File: config.mk
export PLATFORM = sky130hd
export DESIGN_NAME = signed_radix_to_ascii
export DESIGN_NICKNAME = d
export VERILOG_FILES = /design/src/sra_pkg.sv /design/src/sra_ram.sv /design/src/sra_divider.sv /design/src/signed_radix_to_ascii.sv
export SDC_FILE = /design/constraint.sdc
export NUM_CORES = 1
export LEC_CHECK = 0
export BUFFER_PORTS_ARGS = -buffer_cell sky130_fd_sc_hd__buf_2
export CAP_MARGIN = 10
export CORE_ASPECT_RATIO = 1.1
export CORE_MARGIN = 2
export CORE_UTILIZATION = 40
export CTS_BUF_LIST = sky130_fd_sc_hd__clkbuf_2 sky130_fd_sc_hd__clkbuf_4 sky130_fd_sc_hd__clkbuf_8
export DETAILED_ROUTE_END_ITERATION = 16
export GPL_ROUTABILITY_DRIVEN = 1
export PLACE_DENSITY = 0.6
export SETUP_SLACK_MARGIN = 0.05
export SYNTH_ARGS = -nofsm -noshare
export SYNTH_HDL_FRONTEND = slang
export SYNTH_SLANG_ARGS = --single-unit
File: constraint.sdc
create_clock -name aclk -period 3.4 [get_ports aclk]
set_input_delay 0.34 -clock aclk [delete_from_list [all_inputs] [get_ports aclk]]
set_output_delay 0.34 -clock aclk [all_outputs]
set_load 0.1 [all_outputs]
File: src/sra_pkg.sv
// Shared constants, types and helper functions for the radix-to-ASCII converter.
`timescale 1ns / 1ps

package sra_pkg;

    // Data path sizes
    localparam int VALUE_WIDTH = 32;
    localparam int MAX_DIGITS  = 32;
    localparam int IDX_W       = $clog2(MAX_DIGITS);
    localparam int CNT_W       = $clog2(MAX_DIGITS + 1);
    localparam int STEP_W      = $clog2(VALUE_WIDTH);
    localparam int RADIX_W     = 6;
    localparam int REM_W       = RADIX_W;
    localparam int CHAR_W      = 7;
    localparam int TDATA_IN_W  = ((VALUE_WIDTH + 7) / 8) * 8;
    localparam int TDATA_OUT_W = ((CHAR_W + 7) / 8) * 8;

    // Radix limits and reset value
    localparam logic [RADIX_W-1:0] RADIX_MIN   = RADIX_W'(2);
    localparam logic [RADIX_W-1:0] RADIX_MAX   = RADIX_W'(36);
    localparam logic [RADIX_W-1:0] RADIX_RESET = RADIX_W'(36);

    // Character codes
    localparam logic [CHAR_W-1:0] MINUS_CODE  = CHAR_W'(45);
    localparam logic [CHAR_W-1:0] ZERO_CODE   = CHAR_W'(48);
    localparam logic [CHAR_W-1:0] LOWER_A     = CHAR_W'(97);
    localparam logic [CHAR_W-1:0] LOWER_Z     = CHAR_W'(122);
    localparam logic [REM_W-1:0]  DIGIT_TEN   = REM_W'(10);
    localparam logic [REM_W-1:0]  DIGIT_LIMIT = REM_W'(35);

    // Result of one division pass
    typedef struct packed {
        logic                   done;
        logic [VALUE_WIDTH-1:0] quotient;
        logic [REM_W-1:0]       remainder;
    } div_result_t;

    // Clamp the radix register to the usable range
    function automatic logic [RADIX_W-1:0] effective_radix(input logic [RADIX_W-1:0] r);
        logic [RADIX_W-1:0] res;
        res = r;
        if (r < RADIX_MIN) begin
            res = RADIX_MIN;
        end else if (r > RADIX_MAX) begin
            res = RADIX_MAX;
        end
        return res;
    endfunction

    // Map a digit value to its ASCII glyph
    function automatic logic [CHAR_W-1:0] digit_glyph(input logic [REM_W-1:0] d);
        logic [CHAR_W-1:0] code;
        if (d < DIGIT_TEN) begin
            code = ZERO_CODE + CHAR_W'(d);
        end else if (d <= DIGIT_LIMIT) begin
            code = LOWER_A + CHAR_W'(d - DIGIT_TEN);
        end else begin
            code = LOWER_Z;
        end
        return code;
    endfunction

endpackage

File: src/sra_ram.sv
// Generic single-port-write, registered-read RAM.
`timescale 1ns / 1ps

module sra_ram #(
    parameter int WIDTH = 8,
    parameter int DEPTH = 32
) (
    input  logic                     aclk,
    input  logic                     wr_en,
    input  logic [$clog2(DEPTH)-1:0] wr_addr,
    input  logic [WIDTH-1:0]         wr_data,
    input  logic                     rd_en,
    input  logic [$clog2(DEPTH)-1:0] rd_addr,
    output logic [WIDTH-1:0]         rd_data
);

    logic [WIDTH-1:0] mem [DEPTH];
    logic [WIDTH-1:0] rd_data_reg;

    // Write port and registered read port
    always_ff @(posedge aclk) begin
        if (wr_en) begin
            mem[wr_addr] <= wr_data;
        end
        if (rd_en) begin
            rd_data_reg <= mem[rd_addr];
        end
    end

    assign rd_data = rd_data_reg;

endmodule

File: src/sra_divider.sv
// Restoring divider: magnitude by radix, one quotient bit per cycle.
`timescale 1ns / 1ps

module sra_divider (
    input  logic                            aclk,
    input  logic                            aresetn,
    input  logic                            start,
    input  logic [sra_pkg::VALUE_WIDTH-1:0] dividend,
    input  logic [sra_pkg::RADIX_W-1:0]     divisor,
    output sra_pkg::div_result_t            result
);

    logic                            busy_reg,  busy_next;
    logic                            done_reg,  done_next;
    logic [sra_pkg::STEP_W-1:0]      step_reg,  step_next;
    logic [sra_pkg::VALUE_WIDTH-1:0] quot_reg,  quot_next;
    logic [sra_pkg::REM_W-1:0]       rem_reg,   rem_next;

    logic [sra_pkg::REM_W:0] trial;
    logic [sra_pkg::REM_W:0] diff;
    logic                    fits;

    // Shift the next dividend bit into the partial remainder and try a subtract
    assign trial = {rem_reg, quot_reg[sra_pkg::VALUE_WIDTH-1]};
    assign diff  = trial - {1'b0, divisor};
    assign fits  = (trial >= {1'b0, divisor});

    always_comb begin
        busy_next = busy_reg;
        done_next = 1'b0;
        step_next = step_reg;
        quot_next = quot_reg;
        rem_next  = rem_reg;
        if (start) begin
            busy_next = 1'b1;
            step_next = '0;
            quot_next = dividend;
            rem_next  = '0;
        end else if (busy_reg) begin
            quot_next = {quot_reg[sra_pkg::VALUE_WIDTH-2:0], fits};
            rem_next  = fits ? diff[sra_pkg::REM_W-1:0] : trial[sra_pkg::REM_W-1:0];
            step_next = step_reg + 1'b1;
            if (step_reg == sra_pkg::STEP_W'(sra_pkg::VALUE_WIDTH - 1)) begin
                busy_next = 1'b0;
                done_next = 1'b1;
            end
        end
    end

    // Hold control state; payload needs no reset
    always_ff @(posedge aclk) begin
        if (!aresetn) begin
            busy_reg <= 1'b0;
            done_reg <= 1'b0;
            step_reg <= '0;
        end else begin
            busy_reg <= busy_next;
            done_reg <= done_next;
            step_reg <= step_next;
        end
        quot_reg <= quot_next;
        rem_reg  <= rem_next;
    end

    assign result.done      = done_reg;
    assign result.quotient  = quot_reg;
    assign result.remainder = rem_reg;

endmodule

File: src/signed_radix_to_ascii.sv
// Top level: signed integer to ASCII text in radix 2 to 36.
`timescale 1ns / 1ps

// Converts one signed 32-bit integer per input beat into ASCII characters, one
// character per output beat: a '-' for negative values, then the digits of the
// magnitude most significant first ('0'-'9', then 'a'-'z'); m_tlast marks the
// final character, and zero gives a single '0'. The radix comes from cfg_wr_data
// (values below 2 act as 2, above 36 as 36; reset value 36) and may only be
// written while the block is idle. One item is processed at a time: s_tready is
// low from acceptance until the last character is taken. Each digit costs one
// pass of the shared bit-serial divider: a start state, then all 32 quotient
// bits, then a done flag. Each output character then passes through a read, a
// load and a send state, the send waiting on any stall on m_tready; the sign
// has a state of its own. A value has at most six digits in radix 36 and 32
// digits for the most negative value in radix 2.
module signed_radix_to_ascii (
    input  logic                            aclk,
    input  logic                            aresetn,
    // configuration
    input  logic                            cfg_wr_en,
    input  logic [sra_pkg::RADIX_W-1:0]     cfg_wr_data,
    // input stream
    input  logic                            s_tvalid,
    output logic                            s_tready,
    input  logic [sra_pkg::TDATA_IN_W-1:0]  s_tdata,   // [31:0] number_in
    // output stream
    output logic                            m_tvalid,
    input  logic                            m_tready,
    output logic [sra_pkg::TDATA_OUT_W-1:0] m_tdata,   // [6:0] char_code, [7] zero
    output logic                            m_tlast    // last_char
);

    typedef enum logic [2:0] {
        ST_IDLE,
        ST_START,
        ST_WAIT,
        ST_SIGN,
        ST_READ,
        ST_LOAD,
        ST_SEND
    } state_t;

    state_t                          state_reg,     state_next;
    logic [sra_pkg::RADIX_W-1:0]     radix_reg,     radix_next;
    logic                            neg_reg,       neg_next;
    logic [sra_pkg::VALUE_WIDTH-1:0] mag_reg,       mag_next;
    logic [sra_pkg::CNT_W-1:0]       count_reg,     count_next;
    logic [sra_pkg::CNT_W-1:0]       idx_reg,       idx_next;
    logic                            out_valid_reg, out_valid_next;
    logic [sra_pkg::CHAR_W-1:0]      out_char_reg,  out_char_next;
    logic                            out_last_reg,  out_last_next;

    logic [sra_pkg::VALUE_WIDTH-1:0] number_in;
    logic [sra_pkg::CNT_W-1:0]       count_inc;
    logic [sra_pkg::CNT_W-1:0]       idx_dec;
    logic                            div_start;
    sra_pkg::div_result_t            div_res;

    logic                            ram_wr_en;
    logic                            ram_rd_en;
    logic [sra_pkg::REM_W-1:0]       ram_rd_data;

    assign number_in = s_tdata[sra_pkg::VALUE_WIDTH-1:0];
    assign count_inc = count_reg + 1'b1;
    assign idx_dec   = idx_reg - 1'b1;
    assign div_start = (state_reg == ST_START);
    assign ram_wr_en = (state_reg == ST_WAIT) && div_res.done;
    assign ram_rd_en = (state_reg == ST_READ);

    // Shared divider: one digit per pass
    sra_divider u_divider (
        .aclk     (aclk),
        .aresetn  (aresetn),
        .start    (div_start),
        .dividend (mag_reg),
        .divisor  (sra_pkg::effective_radix(radix_reg)),
        .result   (div_res)
    );

    // Digit store, least significant digit at address zero
    sra_ram #(
        .WIDTH (sra_pkg::REM_W),
        .DEPTH (sra_pkg::MAX_DIGITS)
    ) u_digits (
        .aclk    (aclk),
        .wr_en   (ram_wr_en),
        .wr_addr (count_reg[sra_pkg::IDX_W-1:0]),
        .wr_data (div_res.remainder),
        .rd_en   (ram_rd_en),
        .rd_addr (idx_dec[sra_pkg::IDX_W-1:0]),
        .rd_data (ram_rd_data)
    );

    // Sequencer: divide out digits, then emit sign and digits
    always_comb begin
        state_next     = state_reg;
        radix_next     = radix_reg;
        neg_next       = neg_reg;
        mag_next       = mag_reg;
        count_next     = count_reg;
        idx_next       = idx_reg;
        out_valid_next = out_valid_reg;
        out_char_next  = out_char_reg;
        out_last_next  = out_last_reg;

        if (cfg_wr_en) begin
            radix_next = cfg_wr_data;
        end

        case (state_reg)
            ST_IDLE: begin
                if (s_tvalid) begin
                    neg_next   = number_in[sra_pkg::VALUE_WIDTH-1];
                    mag_next   = number_in[sra_pkg::VALUE_WIDTH-1] ? (~number_in + 1'b1)
                                                                   : number_in;
                    count_next = '0;
                    state_next = ST_START;
                end
            end
            ST_START: begin
                state_next = ST_WAIT;
            end
            ST_WAIT: begin
                if (div_res.done) begin
                    count_next = count_inc;
                    mag_next   = div_res.quotient;
                    idx_next   = count_inc;
                    if ((div_res.quotient != '0) &&
                        (count_inc < sra_pkg::CNT_W'(sra_pkg::MAX_DIGITS))) begin
                        state_next = ST_START;
                    end else if (neg_reg) begin
                        out_valid_next = 1'b1;
                        out_char_next  = sra_pkg::MINUS_CODE;
                        out_last_next  = 1'b0;
                        state_next     = ST_SIGN;
                    end else begin
                        state_next = ST_READ;
                    end
                end
            end
            ST_SIGN: begin
                if (m_tready) begin
                    out_valid_next = 1'b0;
                    state_next     = ST_READ;
                end
            end
            ST_READ: begin
                state_next = ST_LOAD;
            end
            ST_LOAD: begin
                out_valid_next = 1'b1;
                out_char_next  = sra_pkg::digit_glyph(ram_rd_data);
                out_last_next  = (idx_reg == sra_pkg::CNT_W'(1));
                state_next     = ST_SEND;
            end
            ST_SEND: begin
                if (m_tready) begin
                    out_valid_next = 1'b0;
                    if (out_last_reg) begin
                        state_next = ST_IDLE;
                    end else begin
                        idx_next   = idx_dec;
                        state_next = ST_READ;
                    end
                end
            end
            default: begin
                state_next = ST_IDLE;
            end
        endcase
    end

    // Hold state and registered outputs
    always_ff @(posedge aclk) begin
        if (!aresetn) begin
            state_reg     <= ST_IDLE;
            radix_reg     <= sra_pkg::RADIX_RESET;
            neg_reg       <= 1'b0;
            count_reg     <= '0;
            idx_reg       <= '0;
            out_valid_reg <= 1'b0;
        end else begin
            state_reg     <= state_next;
            radix_reg     <= radix_next;
            neg_reg       <= neg_next;
            count_reg     <= count_next;
            idx_reg       <= idx_next;
            out_valid_reg <= out_valid_next;
        end
        mag_reg      <= mag_next;
        out_char_reg <= out_char_next;
        out_last_reg <= out_last_next;
    end

    assign s_tready = (state_reg == ST_IDLE);
    assign m_tvalid = out_valid_reg;
    assign m_tdata  = sra_pkg::TDATA_OUT_W'(out_char_reg);
    assign m_tlast  = out_last_reg;

endmodule

### Yosys cells after proc, flatten, opt, wreduce, memory -nomap -nowiden

Memory sizes are Yosys's and may differ from the RTL's. A register that Yosys moved wholly into a read port is not among the register bits.
Cells that the tools add are included.

* memories: 1
* latch bits: 0
* logic and storage cells: 110
* ROM bits: 0
* output and inout bits: 11
* bits of input ports: 43
* register bits: 108
* bits in writable memories: 192

* add/sub/neg operators: 8
* equal/unequal tests: 16
* shifts and indexed selects: 0
* reduce and logical (&&, ||, !) cells: 18
* divide/modulo/power cells: 0
* muxes and demuxes: 44
* $lt $le $gt $ge: 6
* bitwise operators: 3
* $mul: 0

Memory list
* u_digits.mem: words 32, bits a word 6, read ports 1, clocked after memory_dff 1, wr ports 1, line sra_ram.sv:17 `logic [WIDTH-1:0] mem [DEPTH];`

Operators by type and width (number)
* 32-bit two-way mux: 5
* 32-bit one-hot mux with 2 select lines: 1
* 6-bit two-way mux: 7
* 7-bit two-way mux: 5
* 32-bit by 1-bit adder with 32-bit output, second input constant: 1
* 32-bit NOT: 1
* 32-bit nonzero test: 1
* 6-bit one-hot mux with 2 select lines: 2
* 3-bit two-way mux: 7
* 3-bit one-hot mux with 7 select lines: 1
* 7-bit one-hot mux with 2 select lines: 1
* 1-bit two-way mux: 13
* 2-bit inequality test, second input constant: 6
* 4-bit AND reduction: 3
* 3-bit == test, second input constant: 3
* 2-bit nonzero test: 4
* 6-bit by 6-bit adder with 7-bit output, first input constant: 1
* 7-bit adder, first input constant: 1
* 7-bit by 6-bit >= comparator with 1-bit output: 1
* 6-bit by 4-bit subtractor with 7-bit output, second input constant: 1
* 6-bit by 1-bit adder with 6-bit output, second input constant: 1
* 3-bit by 2-bit == test with 1-bit output, second input constant: 2
* 6-bit by 1-bit == test with 1-bit output, second input constant: 1
* 6-bit > comparator, second input constant: 1
* other kinds (21): 25

### Depth between registers and ports, before layout

Gate-level depths: netlist of the first run.

* word-level depth: 6
* gate-level depth with buffers: 11
* gate-level depth less buffers: 11

### Modules after synthesis

Synthesis of the first run repeated with hierarchy kept, for this count alone.

* cell total of the unflattened synthesis: 943
* area, all modules: 13885.8 sq um

By module, submodules not included
* sra_ram: times used 1, sequential area each 5945.7 sq um, area an instance 7649.8 sq um, cells an instance 323
* signed_radix_to_ascii: times used 1, sequential area each 1661.6 sq um, area an instance 4012.6 sq um, cells an instance 449
* sra_divider: times used 1, sequential area each 1221.2 sq um, area an instance 2223.4 sq um, cells an instance 171

### Least setup slack after synthesis of the first run

Ideal clock, no wire load.

* path kind: flip-flop to flip-flop
* from: register state_reg[2]
* to: register count_reg[2] (netlist name)
* cell stages (with the launch flop): 7
* clock period less this slack: 4.512 ns
* path slack: -1.112 ns
* required time: 3.284 ns
* library setup time: 0.116 ns
* arrival: 4.397 ns
* path through: dfxtp_1 clkbuf_1 nor3_1 a21oi_1 inv_1 o211ai_1 and3_1

* longest elaborated chain between the ends: 3
* elaborated cells between the ends (all ways): 7
* classes of those cells: 3 x eq/ne; 1 x mux; 3 x reduce/logical

RTL lines
* start: declaration: line signed_radix_to_ascii.sv:43 `state_t state_reg, state_next;`
* start signal: assignment: line signed_radix_to_ascii.sv:183 `state_reg <= state_next;`
* 3-bit zero test (*)
* named net s_tready: line signed_radix_to_ascii.sv:24 `output logic s_tready,`
* 2-bit inequality test (no source line) / 2-bit nonzero test (equally long branches)
* 3-bit AND reduction (no source line)
* end signal: assignment: line signed_radix_to_ascii.sv:186 `count_reg <= count_next;`
* end: declaration: line signed_radix_to_ascii.sv:47 `logic [sra_pkg::CNT_W-1:0] count_reg, count_next;`

Mark *: on every way through the listed nets, which the timed path passes. The rest lies on a longest branch.
A chain may end at the register's enable or synchronous reset.

### Final worst setup path of the first run

* from: register radix_reg[3] (netlist name)
* to: register u_divider.rem_reg[3] (netlist name)

* longest elaborated chain between the ends: 5
* elaborated cells between the ends (all ways): 7
* classes of those cells: 1 x add/sub; 3 x order compare; 3 x mux

RTL lines
* start: declaration: line signed_radix_to_ascii.sv:44 `logic [sra_pkg::RADIX_W-1:0] radix_reg, radix_next;`
* start signal: assignment: line signed_radix_to_ascii.sv:177 `radix_reg <= sra_pkg::RADIX_RESET;`
* start signal: assignment: line signed_radix_to_ascii.sv:184 `radix_reg <= radix_next;`
* 6-bit > comparator: line sra_pkg.sv:44 `end else if (r > RADIX_MAX) begin`
* 6-bit two-way mux: line sra_pkg.sv:44
* 6-bit two-way mux (*): line sra_pkg.sv:42 `if (r < RADIX_MIN) begin`
* 6-bit subtractor / 7-bit by 6-bit >= comparator with 1-bit output (equally long branches): line sra_divider.sv:25, sra_divider.sv:26
* 6-bit two-way mux (*): line sra_divider.sv:41 `rem_next = fits ? diff[sra_pkg::REM_W-1:0] : trial[sra_pkg::REM_W-1:0];`
* end signal: assignment: line sra_divider.sv:62 `rem_reg <= rem_next;`
* end: declaration: line sra_divider.sv:17 `logic [sra_pkg::REM_W-1:0] rem_reg, rem_next;`

Mark *: on every way between the ends. The rest lies on a longest branch, timed or not.

==> impl_metrics.env, run 1 <==
export IMPL_syn_num_nets=1086
export IMPL_yosysWarnings=0
export IMPL_wl_per_cell_um=18.7
export IMPL_reg2reg_depth=12
export IMPL_max_freq_ghz=0.374
export IMPL_io_pins=54
export IMPL_clkLatencyLatePin_ns=0.59
export IMPL_power_switching_mw=2.44
export IMPL_period_share_pct=78.7
export IMPL_synthCells=1022
export IMPL_cts_root_buf="clkbuf_8"
export IMPL_worst_slew_pin_slew_ns=1.06
export IMPL_track_usage_pct=16.7
export IMPL_numCtsBuffers=51
export IMPL_antenna_found_initial=0
export IMPL_yosysMostFrequentCell="edfxtp_1"
export IMPL_dr_pass1_iters=5
export IMPL_grt_max_degree=54
export IMPL_dp_slack_ns=0.703
export IMPL_stdcell_count=1580
export IMPL_antenna_left=0
export IMPL_required_ns=3.91
export IMPL_syn_avg_cell_area_um2=13.5
export IMPL_synth_edf_count=270
export IMPL_ys_flop_type="edfxtp_1"
export IMPL_largest_reg_flops=192
export IMPL_peakVddDrop_mv=0.280
export IMPL_drt_iter0_drc=557
export IMPL_fin_worst_skew_ns=0.0426
export IMPL_combPwrFrac_pct=13.6
export IMPL_drive_gt1_share_pct=19.8
export IMPL_dp_hpwl_um=18900
export IMPL_finalInstanceArea_mm2=0.0157
export IMPL_timing_rr_start="radix_reg[3]$_SDFFE_PN0P_"
export IMPL_status="completed"
export IMPL_wl_um=29600
export IMPL_swShare_pct=26.5
export IMPL_antenna_cells=0
export IMPL_ys_seq_area_share_pct=63.8
export IMPL_synth_seq_cells=306
export IMPL_place_inst=1486
export IMPL_cellPowerDensity_mw_per_mm2=585
export IMPL_gp_congestion=0.805
export IMPL_clock_path_buffers=3
export IMPL_rsz0062_at_grt="no"
export IMPL_hold_viol_final=0
export IMPL_crit_start="radix_reg[3]$_SDFFE_PN0P_"
export IMPL_power_internal_mw=6.75
export IMPL_pwr_share_seq_pct=52.0
export IMPL_cts_resized=0
export IMPL_numPortBuffers=52
export IMPL_tns_ns=0
export IMPL_vias=8402
export IMPL_die_h_um=199
export IMPL_cp_end_kind="register"
export IMPL_timing_final_max_slew_violations=0
export IMPL_htree_levels=2
export IMPL_ys_top_cells_by_area="edfxtp_1 59%, mux4_2 8.1%, dfxtp_1 5.2%"
export IMPL_p_leak_nw=5.43
export IMPL_netlist_top_cells_count="270 x edfxtp_1, 155 x nand2_1, 77 x nor2_1"
export IMPL_r2r_slack_ns=0.72
export IMPL_die_area_mm2=0.0361
export IMPL_dieWidth_um=181
export IMPL_crit_path_start_kind="register"
export IMPL_setup_viol=0
export IMPL_via_per_inst=5.32
export IMPL_synth_top_area_share_pct=58.6
export IMPL_pwr_share_clk_pct=34.5
export IMPL_layout_nets=1171
export IMPL_area_growth_syn_to_layout_pct=13.7
export IMPL_gr_total_overflow=0
export IMPL_synth_distinct_cells=59
export IMPL_syn_area_mm2=0.0138
export IMPL_route_detailed_drc=0
export IMPL_cap_violations=0
export IMPL_first_global_vias=8434
export IMPL_maxSlewHeadroom_pct=29.1
export IMPL_fin_ws_ns=0.723
export IMPL_core_mm2=0.0341
export IMPL_fp_row_count=71
export IMPL_min_period_ns=2.68
export IMPL_initial_core_util_pct=40.5
export IMPL_clk_pin_slew_ns=0.06
export IMPL_worstHoldPathType="input port to register"
export IMPL_synthArstFlopShare_pct=0
export IMPL_clock_sink_count=306
export IMPL_critPathKind="register to register"
export IMPL_fin_hold_ws_ns=0.101
export IMPL_tritoncts="yes"
export IMPL_grt_pass1_wl_um=46600
export IMPL_postPlaceCellArea_mm2=0.0147
export IMPL_cp_arrival_ns=3.19
export IMPL_crit_end="u_divider.rem_reg[3]$_SDFFE_PP0P_"
export IMPL_path_max_fanout=8
export IMPL_r2r_end="u_divider.rem_reg[3]$_SDFFE_PP0P_"
export IMPL_post_synth_top_area_cell="edfxtp_1"
layer usage:
layer  GRT usage (%)  routed length, um
met1            21.5              13100
met2            28.4              14500
met3            3.13               1260
met4            5.69                705
met5               0                  0
cells in the final DEF (no fill, tap or decap), types with 11 or more instances in the layout:
master      n
edfxtp_1  270
nand2_1   155
nor2_1     76
clkbuf_8   57
o21ai_0    55
buf_2      52
mux4_2     50
dfxtp_1    35
mux2i_1    33
a21oi_1    32
xor2_1     32
inv_1      21
buf_4      21
ha_1       19
nor2b_1    13
nor4_1     12
clkbuf_4   12
or3_1      11
per-stage QoR:
stage | total power, mW | utilization (%)
after global routing | 9.64 | 46.1
after CTS | 9.29 | 46.1
final | 9.19 | 46.1
after floorplan | 5.61 | -
after global placement | 6.06 | 43.0
after detailed placement | 6.10 | 43.0
power by group through the flow:
stage                     Sequential (mW)  Combinational, mW  Clock (mW)
after global routing                 4.79               1.40        3.44
final                                4.77               1.24        3.17
after detailed placement             4.85               1.25           0
after global placement               4.85               1.21           0
after CTS                            4.77               1.26        3.26
after floorplan                      4.97              0.634           0
critical path, cell delays in order (launching register included):
cell,delay (ns)
dfxtp_1,0.32
or2_2,0.30
nor2_1,0.23
nand2_1,0.10
nand2_1,0.09
o21ai_0,0.09
ha_1,0.31
nand2b_1,0.08
a21oi_1,0.35
o311ai_1,0.14
buf_4,0.18
a211o_1,0.29
a21oi_1,0.12
what timing repair did:
action / CTS / global route
setup endpoints to repair: 0 / 0
setup buffers: 0 / 0
hold endpoints to repair: 6 / 0
hold buffers: 6 / 0
layout make-up:
cell class	instances	area, um^2
inverters	21	78.8
well taps	438	548
repair buffers	81	518
multi-input cells	646	4750
clock inverters	19	115
clock buffers	69	875
fillers	3087	18400
flip-flops and latches	306	8830
how the worst min path moves through the flow:
stage | start | endpoint | depth (start not counted)
6_report | cfg_wr_en | radix_reg[5]$_SDFFE_PN1P_ | 2
5_1_grt | cfg_wr_en | radix_reg[5]$_SDFFE_PN1P_ | 2
4_1_cts | cfg_wr_en | radix_reg[5]$_SDFFE_PN1P_ | 2
3_5_place_dp | idx_reg[5]$_SDFFE_PN0P_ | idx_reg[5]$_SDFFE_PN0P_ | 2
3_3_place_gp | idx_reg[5]$_SDFFE_PN0P_ | idx_reg[5]$_SDFFE_PN0P_ | 2
2_1_floorplan | idx_reg[5]$_SDFFE_PN0P_ | idx_reg[5]$_SDFFE_PN0P_ | 2
cells by family (layout without fill, tap and decap cells):
kind of cell             count (synthesis)  in the layout  share of synthesized area (%)
flip-flops                             306            306                           63.8
AND/OR/NAND/NOR                        346            346                           11.7
other                                    1              1                         0.0271
XOR/XNOR                                41             41                           2.60
adder cells (fa/ha/maj)                 21             21                           1.95
multiplexers                            84             84                           10.6
AO/OA/AOI/OAI                          153            153                           7.29
buffers and inverters                   70            190                           2.01
No activity file was read; power rests on OpenSTA's default activity.
==> run 2: changes to the inputs <==
--- a/config.mk
+++ b/config.mk
@@ -5,6 +5,7 @@
 export SDC_FILE = /design/constraint.sdc
 export NUM_CORES = 1
 export LEC_CHECK = 0
+export ABC_AREA = 1
 export BUFFER_PORTS_ARGS = -buffer_cell sky130_fd_sc_hd__buf_2
 export CAP_MARGIN = 10
 export CORE_ASPECT_RATIO = 1.1
@@ -13,7 +14,7 @@
 export CTS_BUF_LIST = sky130_fd_sc_hd__clkbuf_2 sky130_fd_sc_hd__clkbuf_4 sky130_fd_sc_hd__clkbuf_8
 export DETAILED_ROUTE_END_ITERATION = 16
 export GPL_ROUTABILITY_DRIVEN = 1
-export PLACE_DENSITY = 0.6
+export PLACE_DENSITY = 0.58
 export SETUP_SLACK_MARGIN = 0.05
 export SYNTH_ARGS = -nofsm -noshare
 export SYNTH_HDL_FRONTEND = slang
==> constraint.sdc (replaced) <==
create_clock -name aclk -period 2.7 [get_ports aclk]
set_input_delay 0.27 -clock aclk [delete_from_list [all_inputs] [get_ports aclk]]
set_output_delay 0.27 -clock aclk [all_outputs]
set_load 0.1 [all_outputs]
==> run 2 against run 1 <==
Against the previous run:
- cell area up 3.9%
- fmax up 11%
- largest power group unchanged
- clock power up 20%
- global-route usage up 1.6 points
- sequential share of layout area down 2.1 points
- flip-flop and latch count unchanged
- critical endpoint is now u_divider.quot_reg[0]$_DFFE_PP_
- combinational power rose to 5.2 times the previous value
==> impl_metrics.env, run 2 <==
export IMPL_cp_end_kind="register"
export IMPL_synthCells=1419
export IMPL_cts_root_buf="clkbuf_8"
export IMPL_ys_seq_area_share_pct=61.6
export IMPL_mostFrequentLayoutCells="270 x edfxtp_1, 265 x nor2_1, 197 x nand2_1"
export IMPL_layout_nets=1577
export IMPL_crit_path_start_kind="register"
export IMPL_yosysMostFrequentCell="edfxtp_1"
export IMPL_gp_congestion=0.816
export IMPL_timing_final_max_slew_violations=0
export IMPL_post_synth_top_area_cell="edfxtp_1"
export IMPL_path_max_fanout=13
export IMPL_required_ns=3.02
export IMPL_peakVddDrop_mv=0.609
export IMPL_use_met2_pct=30.7
export IMPL_io_pins=54
export IMPL_max_freq_ghz=0.416
export IMPL_drive_gt1_share_pct=13.8
export IMPL_antenna_cells=0
export IMPL_netlist_top_cells_count="270 x edfxtp_1, 266 x nor2_1, 198 x nand2_1"
export IMPL_period_share_pct=89.0
export IMPL_antenna_found_initial=0
export IMPL_syn_num_nets=1483
export IMPL_ys_flop_type="edfxtp_1"
export IMPL_via_per_inst=5.03
export IMPL_fillCellCount=3297
export IMPL_postLayoutCoreUtil_pct=46.3
export IMPL_largest_reg_flops=192
export IMPL_crit_family="compound AO/OA/AOI/OAI gates"
export IMPL_dr_pass1_iters=7
export IMPL_drt_iter0_drc=687
export IMPL_area_growth_syn_to_layout_pct=13.8
export IMPL_tns_ns=0
export IMPL_htree_levels=2
export IMPL_wl_per_cell_um=16.5
export IMPL_busiest_layer="met2"
export IMPL_die_h_um=203
export IMPL_clkLatencyLatePin_ns=0.59
export IMPL_grt_util_met3_pct=3.28
export IMPL_final_common_cell="edfxtp_1"
export IMPL_worstHoldPathType="input port to register"
export IMPL_synth_distinct_cells=46
export IMPL_core_mm2=0.0352
export IMPL_antenna_left=0
export IMPL_clock_sink_count=306
export IMPL_yosysWarnings=0
export IMPL_min_period_ns=2.40
export IMPL_numPortBuffers=52
export IMPL_track_usage_pct=18.3
export IMPL_hold_viol_final=0
export IMPL_fin_total_pwr_mw=16.9
export IMPL_grt_max_degree=99
export IMPL_first_global_vias=10400
export IMPL_worst_slew_pin_slew_ns=1.07
export IMPL_cellPowerDensity_mw_per_mm2=1040
export IMPL_cp_arrival_ns=2.73
export IMPL_gr_total_overflow=0
export IMPL_worstPathCellList="nor2_1, a21oi_1, inv_1, a31oi_1, inv_1, nand2_1, ha_1, a21oi_2, nor2_1, nor2_2, nand3_4, mux2_2"
export IMPL_syn_avg_cell_area_um2=10.1
export IMPL_register_area_mm2=0.00883
export IMPL_tritoncts="yes"
export IMPL_maxSlewHeadroom_pct=27.9
export IMPL_synthArstFlopShare_pct=0
export IMPL_vias=10200
export IMPL_critPathKind="register to register"
export IMPL_ys_top_cells_by_area="edfxtp_1 57%, nor2_1 7.0%, o21ai_0 5.4%"
export IMPL_clock_path_buffers=3
export IMPL_setup_viol=0
export IMPL_cap_violations=0
export IMPL_slowest_stage="dfxtp_1"
export IMPL_use_met1_pct=23.8
export IMPL_postCtsSetupRepairBufs=0
export IMPL_numCtsBuffers=52
export IMPL_fp_row_count=72
export IMPL_critPathBufInv=2
export IMPL_multiInputGateArea_mm2=0.00475
export IMPL_clk_pin_slew_ns=0.06
export IMPL_synth_top_area_share_pct=56.5
export IMPL_syn_area_mm2=0.0143
export IMPL_max_stage_delay_ns=0.35
export IMPL_p_leak_nw=6.15
export IMPL_wl_um=33500
export IMPL_rsz0062_at_grt="no"
export IMPL_die_area_mm2=0.0374
export IMPL_route_detailed_drc=0
export IMPL_initial_core_util_pct=40.7
export IMPL_fin_worst_skew_ns=0.0235
export IMPL_grt_pass1_wl_um=54100
export IMPL_synth_edf_count=270
export IMPL_dp_hpwl_um=21500
export IMPL_status="completed"
export IMPL_synth_seq_cells=306
export IMPL_dieWidth_um=185
## run 2: cell types whose count changed after synthesis, moves of 13 or more
cell and change:
o211ai_1 +52, inv_1 +85, o21ai_0 +101, nor2b_1 -13
nor2_1 +189, clkbuf_1 -19, mux4_2 -50, o21ai_1 +30
nand2_1 +43, nand3_1 +48, buf_2 +19, mux2i_1 -33
a21oi_1 +28, xor2_1 -16
## run 2: cell families after synthesis
| kind of cell | after synthesis | share of synthesized area, % |
|---|---|---|
| AOI/OAI and AO/OA | 311 | 11.9 |
| other | 1 | 0.0261 |
| and+or+nand+nor | 566 | 16.6 |
| adders and majority gates | 21 | 1.88 |
| xor gates and xnor gates | 24 | 1.52 |
| muxes | 11 | 0.864 |
| DFF | 306 | 61.6 |
| buffers and inverters | 179 | 5.62 |
## run 2: repair_timing
action                     in CTS  in global routing
hold buffers                   12                  0
hold endpoints to repair        9                  0
gates resized for setup         0                  3
setup endpoints to repair       0                  7
## run 2: worst paths after layout
path,from,end,slack (ns),cells past startpoint
worst max-delay path,radix_reg[3]$_SDFFE_PN0P_,u_divider.quot_reg[0]$_DFFE_PP_,0.30,12
worst min-delay path,cfg_wr_en,radix_reg[4]$_SDFFE_PN0P_,0.04,3
worst max register to register,radix_reg[3]$_SDFFE_PN0P_,u_divider.quot_reg[0]$_DFFE_PP_,0.30,12
worst min register to register,u_divider.step_reg[2]$_SDFFE_PP0P_,u_divider.step_reg[2]$_SDFFE_PP0P_,0.46,2
## run 2: final cells by class
cell class              instances  area share (%)
flip-flops and latches        306            54.1
multi-input cells             934            29.1
clock buffers                  64            4.94
repair buffers                105            4.68
well taps                     481            3.69
inverters                     114            2.65
clock inverters                30           0.858
## run 2: worst reg2reg max path, stage by stage (launching register included)
cell	delay (ns)
dfxtp_1	0.35
nor2_1	0.08
a21oi_1	0.19
inv_1	0.08
a31oi_1	0.19
inv_1	0.08
nand2_1	0.06
ha_1	0.28
a21oi_2	0.20
nor2_1	0.07
nor2_2	0.13
nand3_4	0.15
mux2_2	0.29
## run 2: report_power, final
| group | internal [mW] | switching, mW | total (mW) | leakage [nW] |
|---|---|---|---|---|
| Sequential | 6.30 | 0.318 | 6.62 | 2.78 |
| Clock | 1.97 | 1.84 | 3.81 | 0.496 |
| Combinational | 2.04 | 4.45 | 6.48 | 2.87 |
## run 2: per-stage QoR
step | cell area, um^2 | setup slack, ns | std cells | hold slack, ns
after global placement | 15200 | 0.232 | 1928 | 0.451
final | 16300 | 0.297 | 2034 | 0.0417
after CTS | 16300 | 0.181 | 2034 | 0.00479
after global routing | 16300 | 0.0711 | 2034 | 0.0333
after detailed placement | 15200 | 0.181 | 1928 | 0.454
after floorplan | 14300 | 0.334 | 1419 | 0.370
## run 2: metal layers
metal	up-vias	part of all wire, %
met5	-	0
met1	4802	44
met2	254	48
met3	59	5.2
met4	0	3.0
li1	5107	-
==> run 3: changes to the inputs <==
--- a/config.mk
+++ b/config.mk
@@ -8,13 +8,15 @@
 export ABC_AREA = 1
 export BUFFER_PORTS_ARGS = -buffer_cell sky130_fd_sc_hd__buf_2
 export CAP_MARGIN = 10
+export CELL_PAD_IN_SITES_DETAIL_PLACEMENT = 1
+export CELL_PAD_IN_SITES_GLOBAL_PLACEMENT = 2
 export CORE_ASPECT_RATIO = 1.1
 export CORE_MARGIN = 2
 export CORE_UTILIZATION = 40
 export CTS_BUF_LIST = sky130_fd_sc_hd__clkbuf_2 sky130_fd_sc_hd__clkbuf_4 sky130_fd_sc_hd__clkbuf_8
 export DETAILED_ROUTE_END_ITERATION = 16
 export GPL_ROUTABILITY_DRIVEN = 1
-export PLACE_DENSITY = 0.58
+export PLACE_DENSITY = 0.8
 export SETUP_SLACK_MARGIN = 0.05
 export SYNTH_ARGS = -nofsm -noshare
 export SYNTH_HDL_FRONTEND = slang
==> run 3 against run 2 <==
Against the previous run:
- power is 3.1% higher
- via count is 2.6% higher
- clock-buffer cell count is 3 higher
- hold slack better by 0.036 ns
- clock power is 11% higher
- sequential power hardly changed
- fmax is 0.88% lower
- utilization is 0.66 points higher
==> impl_metrics.env, run 3 (same netlist as run 2, synthesis figures left out) <==
export IMPL_status="completed"
export IMPL_multiInputGateArea_mm2=0.00475
export IMPL_track_usage_pct=20.7
export IMPL_place_inst=1945
export IMPL_initial_core_util_pct=40.7
export IMPL_clock_path_buffers=3
export IMPL_drive_gt1_share_pct=15.0
export IMPL_period_share_pct=89.8
export IMPL_critPathKind="register to register"
export IMPL_cts_root_buf="clkbuf_8"
export IMPL_fin_ws_ns=0.275
export IMPL_peakVddDrop_mv=0.425
export IMPL_tritoncts="yes"
export IMPL_dieWidth_um=185
export IMPL_timing_final_max_slew_violations=0
export IMPL_clk_pin_slew_ns=0.06
export IMPL_cap_violations=0
export IMPL_numPortBuffers=52
export IMPL_largest_reg_flops=192
export IMPL_first_global_vias=11300
export IMPL_htree_levels=2
export IMPL_route_detailed_drc=0
export IMPL_clkLatencyLatePin_ns=0.59
export IMPL_tns_ns=0
export IMPL_wl_per_cell_um=18.3
export IMPL_dp_slack_ns=0.192
export IMPL_required_ns=3.04
export IMPL_gr_total_overflow=0
export IMPL_core_mm2=0.0352
export IMPL_r2r_slack_ns=0.28
export IMPL_die_area_mm2=0.0374
export IMPL_fillCellCount=3982
export IMPL_grt_max_degree=99
export IMPL_hold_viol_final=0
export IMPL_timing_rr_start="radix_reg[3]$_SDFFE_PN0P_"
export IMPL_numCtsBuffers=51
export IMPL_final_common_cell="edfxtp_1"
export IMPL_layout_nets=1595
export IMPL_min_period_ns=2.42
export IMPL_p_leak_nw=6.29
export IMPL_path_max_fanout=13
export IMPL_gp_congestion=0.811
export IMPL_postLayoutCoreUtil_pct=47.0
export IMPL_hp_start="s_tdata[28]"
export IMPL_die_h_um=203
export IMPL_clock_sink_count=306
export IMPL_cp_arrival_ns=2.76
export IMPL_max_freq_ghz=0.412
export IMPL_finalInstanceArea_mm2=0.0166
export IMPL_cellPowerDensity_mw_per_mm2=1050
export IMPL_stdcell_count=2055
export IMPL_io_pins=54
export IMPL_fin_hold_ws_ns=0.0776
export IMPL_worst_slew_pin_slew_ns=1.23
export IMPL_setup_viol=0
export IMPL_fin_worst_skew_ns=0.0119
export IMPL_dp_hpwl_um=25000
export IMPL_worstHoldPathType="input port to register"
export IMPL_crit_start="radix_reg[3]$_SDFFE_PN0P_"
export IMPL_fp_row_count=72
export IMPL_antenna_found_initial=1
export IMPL_area_growth_syn_to_layout_pct=15.5
export IMPL_wl_um=37700
export IMPL_dr_pass1_iters=5
export IMPL_rsz0062_at_grt="no"
export IMPL_crit_path_start_kind="register"
export IMPL_register_area_mm2=0.00883
export IMPL_postPlaceCellArea_mm2=0.0153
export IMPL_antenna_left=0
export IMPL_cp_end_kind="register"
export IMPL_drt_iter0_drc=598
export IMPL_mostFrequentLayoutCells="270 x edfxtp_1, 266 x nor2_1, 197 x nand2_1"
export IMPL_via_per_inst=5.10
export IMPL_grt_pass1_wl_um=60300
export IMPL_maxSlewHeadroom_pct=17.3
export IMPL_fin_total_pwr_mw=17.4
export IMPL_vias=10500
-- run 3: cell types whose count changed in the layout (fill, tap and decap cells not counted), sizes merged --
cell	before	now
inv	115	114
bufinv	0	3
diode	0	2
clkinv	26	20
buf	93	110
clkbuf	64	67
clkinvlp	3	4
dlygate4sd3	12	14
-- run 3: area by class of cell --
| type | instances | share of cell area (%) |
|---|---|---|
| repair buffers | 124 | 5.35 |
| clock buffers | 67 | 5.12 |
| flip-flops and latches | 306 | 53.3 |
| diodes | 2 | 0.0302 |
| multi-input cells | 934 | 28.7 |
| well taps | 481 | 3.63 |
| clock inverters | 27 | 1.23 |
| inverters | 114 | 2.61 |
-- run 3: timing repair --
| action | CTS | global route |
|---|---|---|
| hold buffers | 14 | 0 |
| buffers inserted | 0 | 0 |
| endpoints found under the hold margin | 9 | 0 |
| resized for setup | 0 | 3 |
| setup endpoints to repair | 0 | 7 |
-- run 3: final timing paths --
kind                                                      endpoint  cells past startpoint
worst max-delay path               u_divider.quot_reg[0]$_DFFE_PP_                     12
worst min-delay path                         mag_reg[28]$_DFFE_PP_                      4
worst max register to register     u_divider.quot_reg[0]$_DFFE_PP_                     12
worst min register to register  u_divider.step_reg[2]$_SDFFE_PP0P_                      2
-- run 3: routing by layer --
| layer | up-vias | GRT usage, % | share of wire, % |
|---|---|---|---|
| met1 | 5068 | 25.6 | 43 |
| met5 | - | 0 | 0 |
| li1 | 5144 | - | - |
| met2 | 197 | 36.2 | 50 |
| met3 | 76 | 3.12 | 3.9 |
| met4 | 0 | 8.23 | 3.4 |
-- run 3: critical path: stages (launching register included) --
cell	delay (ns)
dfxtp_1	0.36
nor2_1	0.09
a21oi_2	0.14
inv_1	0.07
a31oi_1	0.18
inv_1	0.08
nand2_1	0.06
ha_1	0.28
a21oi_2	0.21
nor2_1	0.06
nor2_1	0.18
nand3_4	0.16
mux2_2	0.29
-- run 3: power by group --
| part | internal (mW) | leakage (nW) | switching (mW) |
|---|---|---|---|
| Sequential | 6.30 | 2.78 | 0.335 |
| Clock | 2.34 | 0.541 | 1.89 |
| Combinational | 2.02 | 2.97 | 4.56 |
